$ cat src/rtl/core/mud_pkg.sv
`timescale 1ns / 1ps
`default_nettype none

package mud_pkg;

  typedef struct packed {
    logic signed [15:0] current_sample;
    logic [31:0]        sample_time;
  } mud_in_t;

  typedef struct packed {
    logic        airborne;
    logic [31:0] episode_start;
    logic [31:0] episode_count;
    logic [14:0] lowest_current;
  } mud_out_t;

  // Register map, indexed by paddr[2].
  localparam logic REG_VAR_LIMIT = 1'b0;
  localparam logic REG_BASELINE  = 1'b1;

  localparam int CFG_AW = 3;

  localparam logic [29:0] VAR_LIMIT_RST = 30'd52429;
  localparam logic [14:0] BASELINE_RST  = 15'd1024;
  localparam logic [15:0] MIN_SEEN_RST  = 16'd32767;

  // Low-current test: mag * CUR_SCALE < baseline * BASE_SCALE.
  localparam int          LOW_W      = 20;
  localparam logic [19:0] CUR_SCALE  = 20'd10;
  localparam logic [19:0] BASE_SCALE = 20'd3;

endpackage

`default_nettype wire

$ cat src/rtl/core/mud_ram.sv
`timescale 1ns / 1ps
`default_nettype none

module mud_ram #(
  parameter int WIDTH = 16,
  parameter int DEPTH = 10
) (
  input  wire logic                     clk,
  input  wire logic                     we,
  input  wire logic [$clog2(DEPTH)-1:0] waddr,
  input  wire logic [WIDTH-1:0]         wdata,
  input  wire logic [$clog2(DEPTH)-1:0] raddr,
  output logic      [WIDTH-1:0]         rdata
);

  logic [WIDTH-1:0] mem [DEPTH];

  always_ff @(posedge clk) begin
    if (we) begin
      mem[waddr] <= wdata;
    end
    rdata <= mem[raddr];
  end

endmodule

`default_nettype wire

$ cat src/rtl/core/motor_unload_detector_top.sv
`timescale 1ns / 1ps
`default_nettype none

// Motor unload detector. Each input beat carries a signed Q5.10 current sample and a
// millisecond timestamp; each one yields exactly one result beat with the unloaded flag,
// the start time and count of unloaded episodes, and the lowest current seen while
// unloaded. A sample holds the block from the write state through scan, M1 to M4 and
// compare. One multiplier serves every product but the low-current test's constant
// scaling; it squares the window slots one per cycle as they are read back from the
// window RAM, then forms the spread, count squared and the limit product in turn.
// in_ready is high only in the idle state. A finished result sits in an output register,
// so the next sample is taken while it waits.
// Registers: variance_limit at address 0, the on-ground baseline at address 4; write
// them only while the block is idle.
module motor_unload_detector_top
  import mud_pkg::*;
#(
  parameter int WINDOW_LEN = 10
) (
  input  wire logic              clk,
  input  wire logic              rst_n,
  input  wire logic              in_valid,
  output logic                   in_ready,
  input  wire mud_in_t           in_data,
  output logic                   out_valid,
  input  wire logic              out_ready,
  output mud_out_t               out_data,
  input  wire logic              psel,
  input  wire logic              penable,
  input  wire logic              pwrite,
  input  wire logic [CFG_AW-1:0] paddr,
  input  wire logic [31:0]       pwdata,
  output logic      [31:0]       prdata,
  output logic                   pready
);

  localparam int AW      = $clog2(WINDOW_LEN);
  localparam int IW      = $clog2(WINDOW_LEN + 2);
  localparam int CNT_W   = $clog2(WINDOW_LEN + 1);
  localparam int CSQ_W   = 2 * CNT_W;
  localparam int SUM_W   = 16 + CNT_W;
  localparam int SUMSQ_W = 31 + CNT_W;
  localparam int A_W     = SUMSQ_W;
  localparam int B_W     = SUM_W;
  localparam int P_W     = A_W + B_W;
  localparam int SPR_W   = A_W + CNT_W;

  localparam logic [2:0] ST_IDLE  = 3'd0;
  localparam logic [2:0] ST_WRITE = 3'd1;
  localparam logic [2:0] ST_SCAN  = 3'd2;
  localparam logic [2:0] ST_M1    = 3'd3;
  localparam logic [2:0] ST_M2    = 3'd4;
  localparam logic [2:0] ST_M3    = 3'd5;
  localparam logic [2:0] ST_M4    = 3'd6;
  localparam logic [2:0] ST_CMP   = 3'd7;

  logic [2:0]            state_r, state_nxt;
  logic [29:0]           var_limit_r;
  logic [14:0]           baseline_r;
  logic [15:0]           mag_r;
  logic [31:0]           time_r;
  logic [AW-1:0]         slot_r;
  logic [WINDOW_LEN-1:0] vld_r;
  logic [IW-1:0]         idx_r;
  logic                  rd_pend_r, sq_pend_r, rd_vld_r;
  logic [SUM_W-1:0]      sum_r;
  logic [SUMSQ_W-1:0]    sumsq_r;
  logic [CNT_W-1:0]      cnt_r;
  logic [P_W-1:0]        prod_r;
  logic [P_W-1:0]        prod_nxt;
  logic [SPR_W-1:0]      tmp_r;
  logic [SPR_W-1:0]      held_spread_r;
  logic [CSQ_W-1:0]      held_csq_r;
  logic                  flag_r;
  logic [31:0]           start_r, total_r;
  logic [15:0]           min_r;
  logic                  out_valid_r;
  mud_out_t              out_data_r;

  logic [15:0]           rdata;
  logic [15:0]           rd_val;
  logic                  issue;
  logic [A_W-1:0]        op_a;
  logic [B_W-1:0]        op_b;
  logic [CSQ_W-1:0]      csq_sel;
  logic                  multi;
  logic                  low_cur, var_hit, detected, out_free;
  logic                  cfg_wr;

  assign in_ready  = (state_r == ST_IDLE);
  assign out_valid = out_valid_r;
  assign out_data  = out_data_r;
  assign pready    = 1'b1;
  assign cfg_wr    = psel && penable && pwrite;

  always_comb begin
    prdata = 32'd0;
    if (paddr[2] == REG_BASELINE) begin
      prdata = {17'd0, baseline_r};
    end else begin
      prdata = {2'd0, var_limit_r};
    end
  end

  assign issue    = (state_r == ST_SCAN) && (idx_r < IW'(WINDOW_LEN));
  assign rd_val   = rd_vld_r ? rdata : 16'd0;
  assign multi    = (cnt_r > CNT_W'(1));
  assign out_free = !out_valid_r || out_ready;

  mud_ram #(
    .WIDTH (16),
    .DEPTH (WINDOW_LEN)
  ) u_window (
    .clk   (clk),
    .we    (state_r == ST_WRITE),
    .waddr (slot_r),
    .wdata (mag_r),
    .raddr (idx_r[AW-1:0]),
    .rdata (rdata)
  );

  // Count squared is fresh in prod_r during M4; by CMP it has landed in held_csq_r.
  assign csq_sel = (state_r == ST_M4 && multi) ? prod_r[CSQ_W-1:0] : held_csq_r;

  always_comb begin
    op_a = A_W'(rd_val);
    op_b = B_W'(rd_val);
    case (state_r) inside
      ST_M1: begin
        op_a = sumsq_r;
        op_b = B_W'(cnt_r);
      end
      ST_M2: begin
        op_a = A_W'(sum_r);
        op_b = sum_r;
      end
      ST_M3: begin
        op_a = A_W'(cnt_r);
        op_b = B_W'(cnt_r);
      end
      ST_M4, ST_CMP: begin
        op_a = A_W'(var_limit_r);
        op_b = B_W'(csq_sel);
      end
      default: begin
        op_a = A_W'(rd_val);
        op_b = B_W'(rd_val);
      end
    endcase
  end

  // The product is formed at its full width before it is registered.
  assign prod_nxt = op_a * op_b;

  assign low_cur  = (LOW_W'(mag_r) * CUR_SCALE) < (LOW_W'(baseline_r) * BASE_SCALE);
  assign var_hit  = P_W'(held_spread_r) < prod_r;
  assign detected = low_cur || var_hit;

  always_comb begin
    state_nxt = state_r;
    unique case (state_r)
      ST_IDLE:  if (in_valid) state_nxt = ST_WRITE;
      ST_WRITE: state_nxt = ST_SCAN;
      ST_SCAN:  if (idx_r == IW'(WINDOW_LEN + 1)) state_nxt = ST_M1;
      ST_M1:    state_nxt = ST_M2;
      ST_M2:    state_nxt = ST_M3;
      ST_M3:    state_nxt = ST_M4;
      ST_M4:    state_nxt = ST_CMP;
      ST_CMP:   if (out_free) state_nxt = ST_IDLE;
      default:  state_nxt = ST_IDLE;
    endcase
  end

  always_ff @(posedge clk) begin
    prod_r <= prod_nxt;

    if (state_r == ST_IDLE && in_valid) begin
      mag_r  <= in_data.current_sample[15] ? 16'(~in_data.current_sample + 16'sd1)
                                           : in_data.current_sample;
      time_r <= in_data.sample_time;
    end

    if (state_r == ST_WRITE) begin
      sum_r   <= '0;
      sumsq_r <= '0;
      cnt_r   <= '0;
    end else begin
      if (rd_pend_r) begin
        sum_r <= sum_r + SUM_W'(rd_val);
        if (rd_val != 16'd0) begin
          cnt_r <= cnt_r + CNT_W'(1);
        end
      end
      if (sq_pend_r) begin
        sumsq_r <= sumsq_r + prod_r[SUMSQ_W-1:0];
      end
    end

    if (issue) begin
      rd_vld_r <= vld_r[idx_r[AW-1:0]];
    end

    if (state_r == ST_M2) begin
      tmp_r <= prod_r[SPR_W-1:0];
    end

    if (state_r == ST_CMP && out_free) begin
      out_data_r.airborne       <= detected;
      out_data_r.episode_start  <= (detected && !flag_r) ? time_r : start_r;
      out_data_r.episode_count  <= (detected && !flag_r) ? total_r + 32'd1 : total_r;
      out_data_r.lowest_current <= (detected && mag_r < min_r) ? mag_r[14:0] : min_r[14:0];
    end
  end

  always_ff @(posedge clk) begin
    if (!rst_n) begin
      state_r       <= ST_IDLE;
      var_limit_r   <= VAR_LIMIT_RST;
      baseline_r    <= BASELINE_RST;
      slot_r        <= '0;
      vld_r         <= '0;
      idx_r         <= '0;
      rd_pend_r     <= 1'b0;
      sq_pend_r     <= 1'b0;
      held_spread_r <= '0;
      held_csq_r    <= CSQ_W'(1);
      flag_r        <= 1'b0;
      start_r       <= '0;
      total_r       <= '0;
      min_r         <= MIN_SEEN_RST;
      out_valid_r   <= 1'b0;
    end else begin
      state_r   <= state_nxt;
      rd_pend_r <= issue;
      sq_pend_r <= rd_pend_r;

      if (cfg_wr) begin
        if (paddr[2] == REG_VAR_LIMIT) begin
          var_limit_r <= pwdata[29:0];
        end else begin
          baseline_r <= pwdata[14:0];
        end
      end

      if (state_r == ST_WRITE) begin
        vld_r[slot_r] <= 1'b1;
        slot_r        <= (slot_r == AW'(WINDOW_LEN - 1)) ? '0 : slot_r + AW'(1);
        idx_r         <= '0;
      end else if (state_r == ST_SCAN) begin
        idx_r <= idx_r + IW'(1);
      end

      // With fewer than two nonzero slots the previous spread and count squared stay.
      if (state_r == ST_M3 && multi) begin
        held_spread_r <= tmp_r - prod_r[SPR_W-1:0];
      end
      if (state_r == ST_M4 && multi) begin
        held_csq_r <= prod_r[CSQ_W-1:0];
      end

      if (state_r == ST_CMP && out_free) begin
        out_valid_r <= 1'b1;
      end else if (out_valid_r && out_ready) begin
        out_valid_r <= 1'b0;
      end

      if (state_r == ST_CMP && out_free) begin
        flag_r <= detected;
        if (detected && !flag_r) begin
          start_r <= time_r;
          total_r <= total_r + 32'd1;
        end
        if (detected && mag_r < min_r) begin
          min_r <= mag_r;
        end
      end
    end
  end

endmodule

`default_nettype wire

$ cat config.mk
export PLATFORM = sky130hd
export DESIGN_NAME = motor_unload_detector_top
export DESIGN_NICKNAME = d
export VERILOG_FILES = /design/src/rtl/core/mud_pkg.sv /design/src/rtl/core/mud_ram.sv /design/src/rtl/core/motor_unload_detector_top.sv
export SDC_FILE = /design/constraint.sdc
export NUM_CORES = 2
export LEC_CHECK = 0
export ABC_AREA = 0
export BUFFER_PORTS_ARGS = -buffer_cell sky130_fd_sc_hd__buf_4
export CAP_MARGIN = 30
export CORE_ASPECT_RATIO = 0.5
export CORE_MARGIN = 1.5
export CORE_UTILIZATION = 55
export CTS_CLUSTER_DIAMETER = 150
export CTS_CLUSTER_SIZE = 12
export DETAILED_ROUTE_END_ITERATION = 12
export PLACE_DENSITY = 0.72
export SETUP_SLACK_MARGIN = 0.4
export SYNTH_ARGS = -nofsm -noshare
export SYNTH_HDL_FRONTEND = slang
export SYNTH_SLANG_ARGS = --single-unit
export TNS_END_PERCENT = 30
$ cat constraint.sdc
create_clock -name clk -period 9.8 [get_ports clk]
set_clock_uncertainty 0.1 [all_clocks]
set_input_delay 0.98 -clock clk [delete_from_list [all_inputs] [get_ports clk]]
set_output_delay 0.98 -clock clk [all_outputs]
set_load 0.005 [all_outputs]
=== After elaboration in Yosys (flattened, before gate mapping) ===
Memories as Yosys holds them, arrays and structs flattened. A register that Yosys moved wholly into a read port is not among the register bits.
Index checks and enable logic that the tools add are counted.

* Add/subtract/negate cells: 8
* Reduce and logical (&&, ||, !) cells: 25
* Equality and inequality tests: 12
* Multiply operators: 3
* Mux-type cells: 28
* Bitwise logic cells: 4
* Magnitude comparators: 8

{| class="wikitable"
|+ Operators with widths
! operator !! number
|-
| 2-to-1 mux 30 bit || 3
|-
| 2-to-1 mux 35 bit || 2
|-
| 2-to-1 mux 32 bit || 2
|-
| less-than comparator 39 x 55 -> 1 bit || 1
|-
| multiplier 35 x 20 -> 55 bit || 1
|-
| 2-to-1 mux 16 bit || 3
|-
| 2-to-1 mux 20 bit || 2
|-
| subtractor 39 bit || 1
|-
| adder 35 bit || 1
|-
| adder 32 x 1 -> 32 bit, second input constant || 1
|-
| 2-to-1 mux 15 bit || 2
|-
| case mux 3 bit (8 select lines) || 1
|-
| adder 20 x 16 -> 20 bit || 1
|-
| less-than comparator 20 x 17 -> 1 bit || 1
|-
| multiplier 16 x 3 -> 19 bit, second input constant || 1
|-
| multiplier 15 x 2 -> 17 bit, second input constant || 1
|-
| adder 16 x 2 -> 16 bit, second input constant || 1
|-
| less-than comparator 16 bit || 1
|-
| inverter 16 bit || 1
|-
| nonzero test 16 bit || 1
|-
| adder 4 x 1 -> 4 bit, second input constant || 3
|-
| equality test 3 bit, second input constant || 4
|-
| logical AND 1 bit || 11
|-
| less-than comparator 4 x 5 -> 1 bit, second input constant || 2
|-
| 23 further kinds || 40
|}

* Word-level logic and storage cells: 117
* Bits in registers: 479
* Bits of input ports: 90
* Bits in writable memories: 160
* Output and inout port bits: 115
* Memories: 1

{| class="wikitable"
|+ Memory list
! name !! words !! width !! read ports !! clocked after Yosys merged registers in !! write ports !! RTL line !! source
|-
| u_window.mem || 10 || 16 || 1 || 1 || 1 || mud_ram.sv:16 || <nowiki>logic [WIDTH-1:0] mem [DEPTH];</nowiki>
|}

=== Logic depth before layout (Yosys ltp) ===
* Depth in word-level cells: 8
* Mapped depth: 35
* Gate-level depth less buffers: 34

=== By module ===
A second synthesis with hierarchy kept.

* Cells, all modules: 5392
* Area, all modules: 53262.3 um^2

{| class="wikitable"
|+ Modules (own cells, without submodules)
! module !! area each (um^2) !! seq. area each (um^2) !! times used !! cells an instance
|-
| motor_unload_detector_top || 46549.6 || 11270.8 || 1 || 5034
|-
| mud_ram || 6712.7 || 5124.9 || 1 || 358
|}

=== Least setup slack after synthesis ===
OpenSTA, ideal clock, no wires.

* Kind: register to register
* Start point: register state_r[1]
* End point: register prod_r[42]
* Setup time: 0.123 ns
* Cell stages (with the launch flop): 35
* Path buffers: 4
* Data arrival time: 8.828 ns
* Required time: 9.577 ns
* Period minus slack after synthesis: 9.051 ns
* Slack: 0.749 ns
* Path through: dfxtp_1 buf_2 nor2_1 and2_1 clkbuf_1 nand2_1 clkinv_1 a21oi_1 nand2_1 o21ai_0 clkbuf_1 nor2_1 fa_1 fa_1 inv_1 fa_1 inv_1 fa_1 fa_1 fa_1 inv_1 fa_1 inv_1 ha_1 clkbuf_1 nand2_1 nor2_1 a2111oi_0 o21ai_0 o21ai_1 o21bai_1 nand2_1 o21ai_0 o31ai_1 xnor2_1

* Cells in the longest elaborated chain, start to end: 8
* Elaborated cells between the ends (all ways): 17
* Those cells by class: 1 x mul; 5 x eq/ne; 9 x mux; 2 x reduce/logical

{| class="wikitable"
|+ RTL lines
! item !! RTL line !! source
|-
| from (decl) || motor_unload_detector_top.sv:57 || <nowiki>logic [2:0] state_r, state_nxt;</nowiki>
|-
| from (signal assigned) || motor_unload_detector_top.sv:233 || <nowiki>state_r <= state_nxt;</nowiki>
|-
| equality test 3 bit || motor_unload_detector_top.sv:123 || <nowiki>assign csq_sel = (state_r == ST_M4 && multi) ? prod_r[CSQ_W-1:0] : held_csq_r;</nowiki>
|-
| logical AND 1 bit || motor_unload_detector_top.sv:123 ||
|-
| 2-to-1 mux 8 bit || -- ||
|-
| 2-to-1 mux 16 bit (2 in a row) || motor_unload_detector_top.sv:128 || <nowiki>case (state_r) inside</nowiki>
|-
| 2-to-1 mux 20 bit (2 in a row) || motor_unload_detector_top.sv:128 ||
|-
| multiplier 35 x 20 -> 55 bit * || motor_unload_detector_top.sv:153 || <nowiki>assign prod_nxt = op_a * op_b;</nowiki>
|-
| net prod_nxt[42] || motor_unload_detector_top.sv:70 || <nowiki>logic [P_W-1:0] prod_nxt;</nowiki>
|-
| to (signal assigned) || motor_unload_detector_top.sv:175 || <nowiki>prod_r <= prod_nxt;</nowiki>
|-
| to (decl) || motor_unload_detector_top.sv:69 || <nowiki>logic [P_W-1:0] prod_r;</nowiki>
|}

The timed path passes the listed nets; every way through them passes the cells marked *.
A chain may end at the register's enable or synchronous reset.

=== Worst setup path after layout ===
Same ends and word-level chain as after synthesis.

==> summary.txt <==
Run status
  – Outcome: complete, no violations

Route
  – DR vias: 40.19k
  – DRT Pass-1 Iters: 6
  – Routed Antenna Nets: 0
  – Avg Vias per Cell: 5.683
  – Initial DRC Count: 3231
  – Remaining DRCs: 0
  – Drt total wl: 144300 um
  – DR WL/cell: 20.40 um

Critical path
  – WP data arrival: 9.64 ns
  – Stages on the worst setup path: 28
  – Crit-path max FO: 35
  – Critical path's largest stage delay: 0.85 ns
  – Crit path top cell by count: fa_1
  – CP bufs+invs: 5
  – Crit-path leading delay family: adder cells
  – Startpoint types: flop
  – Critical path type: reg -> reg
  – Worst R2R Path Depth: 28
  – Critical Path End Type: flop
  – Slowest stage cell, crit path: a21oi_1
  – Worst EP required: 10.28 ns

Clocking
  – Worst-case clock buffer depth: 3
  – Clock transition at path regs: 0.07 ns
  – Sink Count: 655
  – Hold-fix buffer count after cts: 0
  – # H-tree levels: 2
  – TritonCTS clock tree: yes
  – Root buf cell: clkbuf_16
  – Worst-Skew Late Latency: 0.70 ns
  – TritonCTS buffer count: 60

Yosys
  – Syn_area_per_cell: 9.817 um2
  – Synth Instances: 5387
  – Synth Cell Area: 0.05288 mm2
  – Cell variety after synth: 91
  – Largest cells by area after synthesis: fa_1, edfxtp_1, dfxtp_1
  – Most frequent cell after synthesis: inv_1
  – Asr flop ratio synth: 0
  – Top cell type by total area after synthesis: fa_1
  – Post-synth top area share: 0.2252
  – Synthesis warning total: 0
  – Post-synth top flop: edfxtp_1
  – EDFF count, synth: 328
  – Synth top cells by count: inv_1, nand2_1, fa_1
  – #FFs+latches synth: 655
  – Seq/Total Area, Yosys: 0.3100

Pwr
  – Max IR drop VDD: 583.1 uV
  – Pwr Density: 236.5 mW/mm2
  – P_leak: 27.03 nW

Timing
  – Unrepaired setup endpoints after global routing: true
  – Rel. slew slack: 0.2958
  – Actual slew at the worst max-slew pin: 1.056 ns
  – F_max: 109.2 MHz
  – Setup_tns: 0 ns
  – Endpoints failing setup: 0
  – Max Transition Viols Final: 0
  – Final hold vios: 0
  – Final worst path period need: 9.159 ns
  – Period utilisation layout: 0.9346

GRT
  – First-pass GRT wire length: 226100 um
  – Gr ovfl total: 0
  – Number of global-route vias before repair: 40.56k
  – Antenna violations before repair: 5
  – Pin count of the biggest net entering global routing: 104
  – GR Util All Layers: 0.2966

Placed design
  – GP Congestion: 0.9795
  – Port Buffer Count: 197
  – Dpl hpwl: 111600 um

Layout
  – Fin util: 0.6176
  – Diode count: 0
  – Share of layout cells above drive strength 1: 0.08774
  – Layout Nets: 6812
  – Synth-to-layout area growth: 11.29%

Hold path
  – HP Class: reg -> reg
  – Worst Hold Depth: 0

Die
  – Full die area: 0.09814 mm2
  – Die Ht: 222.3 um
  – IO Count: 205
  – Initial Util: 0.5550
  – Die X-Extent: 441.5 um
  – FP Rows: 80
  – Core Footprint: 0.09529 mm2

Flow run
  – Maxcap violations: 0
layout make-up:
class / count / area (um2)
tap: 1271 / 1590
sequential: 655 / 16400
clock inverter: 4 / 97.59
fill: 8025 / 36440
multi-input combinational: 3995 / 33860
inverter: 729 / 2741
timing repair buffer: 316 / 2505
clock buffer: 102 / 1659
logic make-up (layout without fill, tap and decap cells):
logic type                 Yosys count  in the layout  share of synthesized area
other                                2            203                  0.0001420
AOI/OAI and AO/OA                  926            926                     0.1110
adders and majority gates          965            965                     0.3128
muxes                              118            118                    0.03085
and+or+nand+nor                   1593           1593                     0.1364
buffers and inverters              938           1151                    0.06729
xor gates and xnor gates           190            190                    0.03147
DFF                                655            655                     0.3100
path summary, 6_finish.rpt:
check,slack [ns],to,startpoint
max,0.64,prod_r[42]$_DFF_P_,state_r[1]$_SDFFE_PN0P_
min,0.33,tmp_r[37]$_DFFE_PP_,prod_r[37]$_DFF_P_
max reg2reg,0.64,prod_r[42]$_DFF_P_,state_r[1]$_SDFFE_PN0P_
min reg2reg,0.33,tmp_r[37]$_DFFE_PP_,prod_r[37]$_DFF_P_
state kept, by name, summed over array words and instances (netlist names), 3 cells and up:
signal          flops
time_r             32
idx_r               4
out_data           80
held_csq_r          8
start_r            32
slot_r              4
cnt_r               4
u_window.mem      160
tmp_r              39
held_spread_r      39
vld_r              10
var_limit_r        30
total_r            32
sumsq_r            35
min_r              16
u_window.rdata     16
baseline_r         15
state_r             3
prod_r             55
mag_r              16
sum_r              20
power by group:
group	leakage (nW)	internal, W	switching (W)
clock	0.823	0.00115	0.00107
sequential	5.59	0.00320	0.000256
combinational	20.6	0.00348	0.00476
total	27.0	0.00783	0.00609
cells in the final DEF, fill, tap and decap left out, drive strengths merged, types with 62 or more instances in the layout:
| cell type | count |
|---|---|
| a21o | 121 |
| a21oi | 320 |
| buf | 316 |
| clkbuf | 102 |
| conb | 203 |
| dfxtp | 327 |
| edfxtp | 328 |
| fa | 595 |
| ha | 370 |
| inv | 722 |
| mux2i | 64 |
| nand2 | 598 |
| nand2b | 62 |
| nand3 | 118 |
| nor2 | 467 |
| nor3 | 65 |
| o21ai | 191 |
| xnor2 | 126 |
| xor2 | 64 |
stage by stage:
step           setup WS [ns]  area, um2  hold slack (ns)  instances  power (W)
2_1_floorplan         0.7489      53640           0.3082       5588   0.009537
3_3_place_gp          0.4631      56800           0.3179       6949    0.01094
3_5_place_dp          0.2996      56900           0.3243       6956    0.01104
4_1_cts               0.4636      58670           0.3216       7062    0.01329
5_1_grt               0.3472      58850           0.3361       7072    0.01510
6_report              0.6413      58850           0.3347       7072    0.01392
routing by layer:
metal,part of all wire,wire length [um],GRT usage
met3,0.076,11000,0.05749
met5,0.00012,17,0
met1,0.42,60500,0.4031
met4,0.028,4043,0.07435
met2,0.48,68690,0.4891
timing repair:
action / CTS / global route
pin swaps: 0 / 4
resized for setup: 1 / 12
setup buffers: 0 / 7
endpoints found under the hold margin: 0 / 0
setup endpoints to repair: 5 / 15
Power figures use the tool's default switching activity.
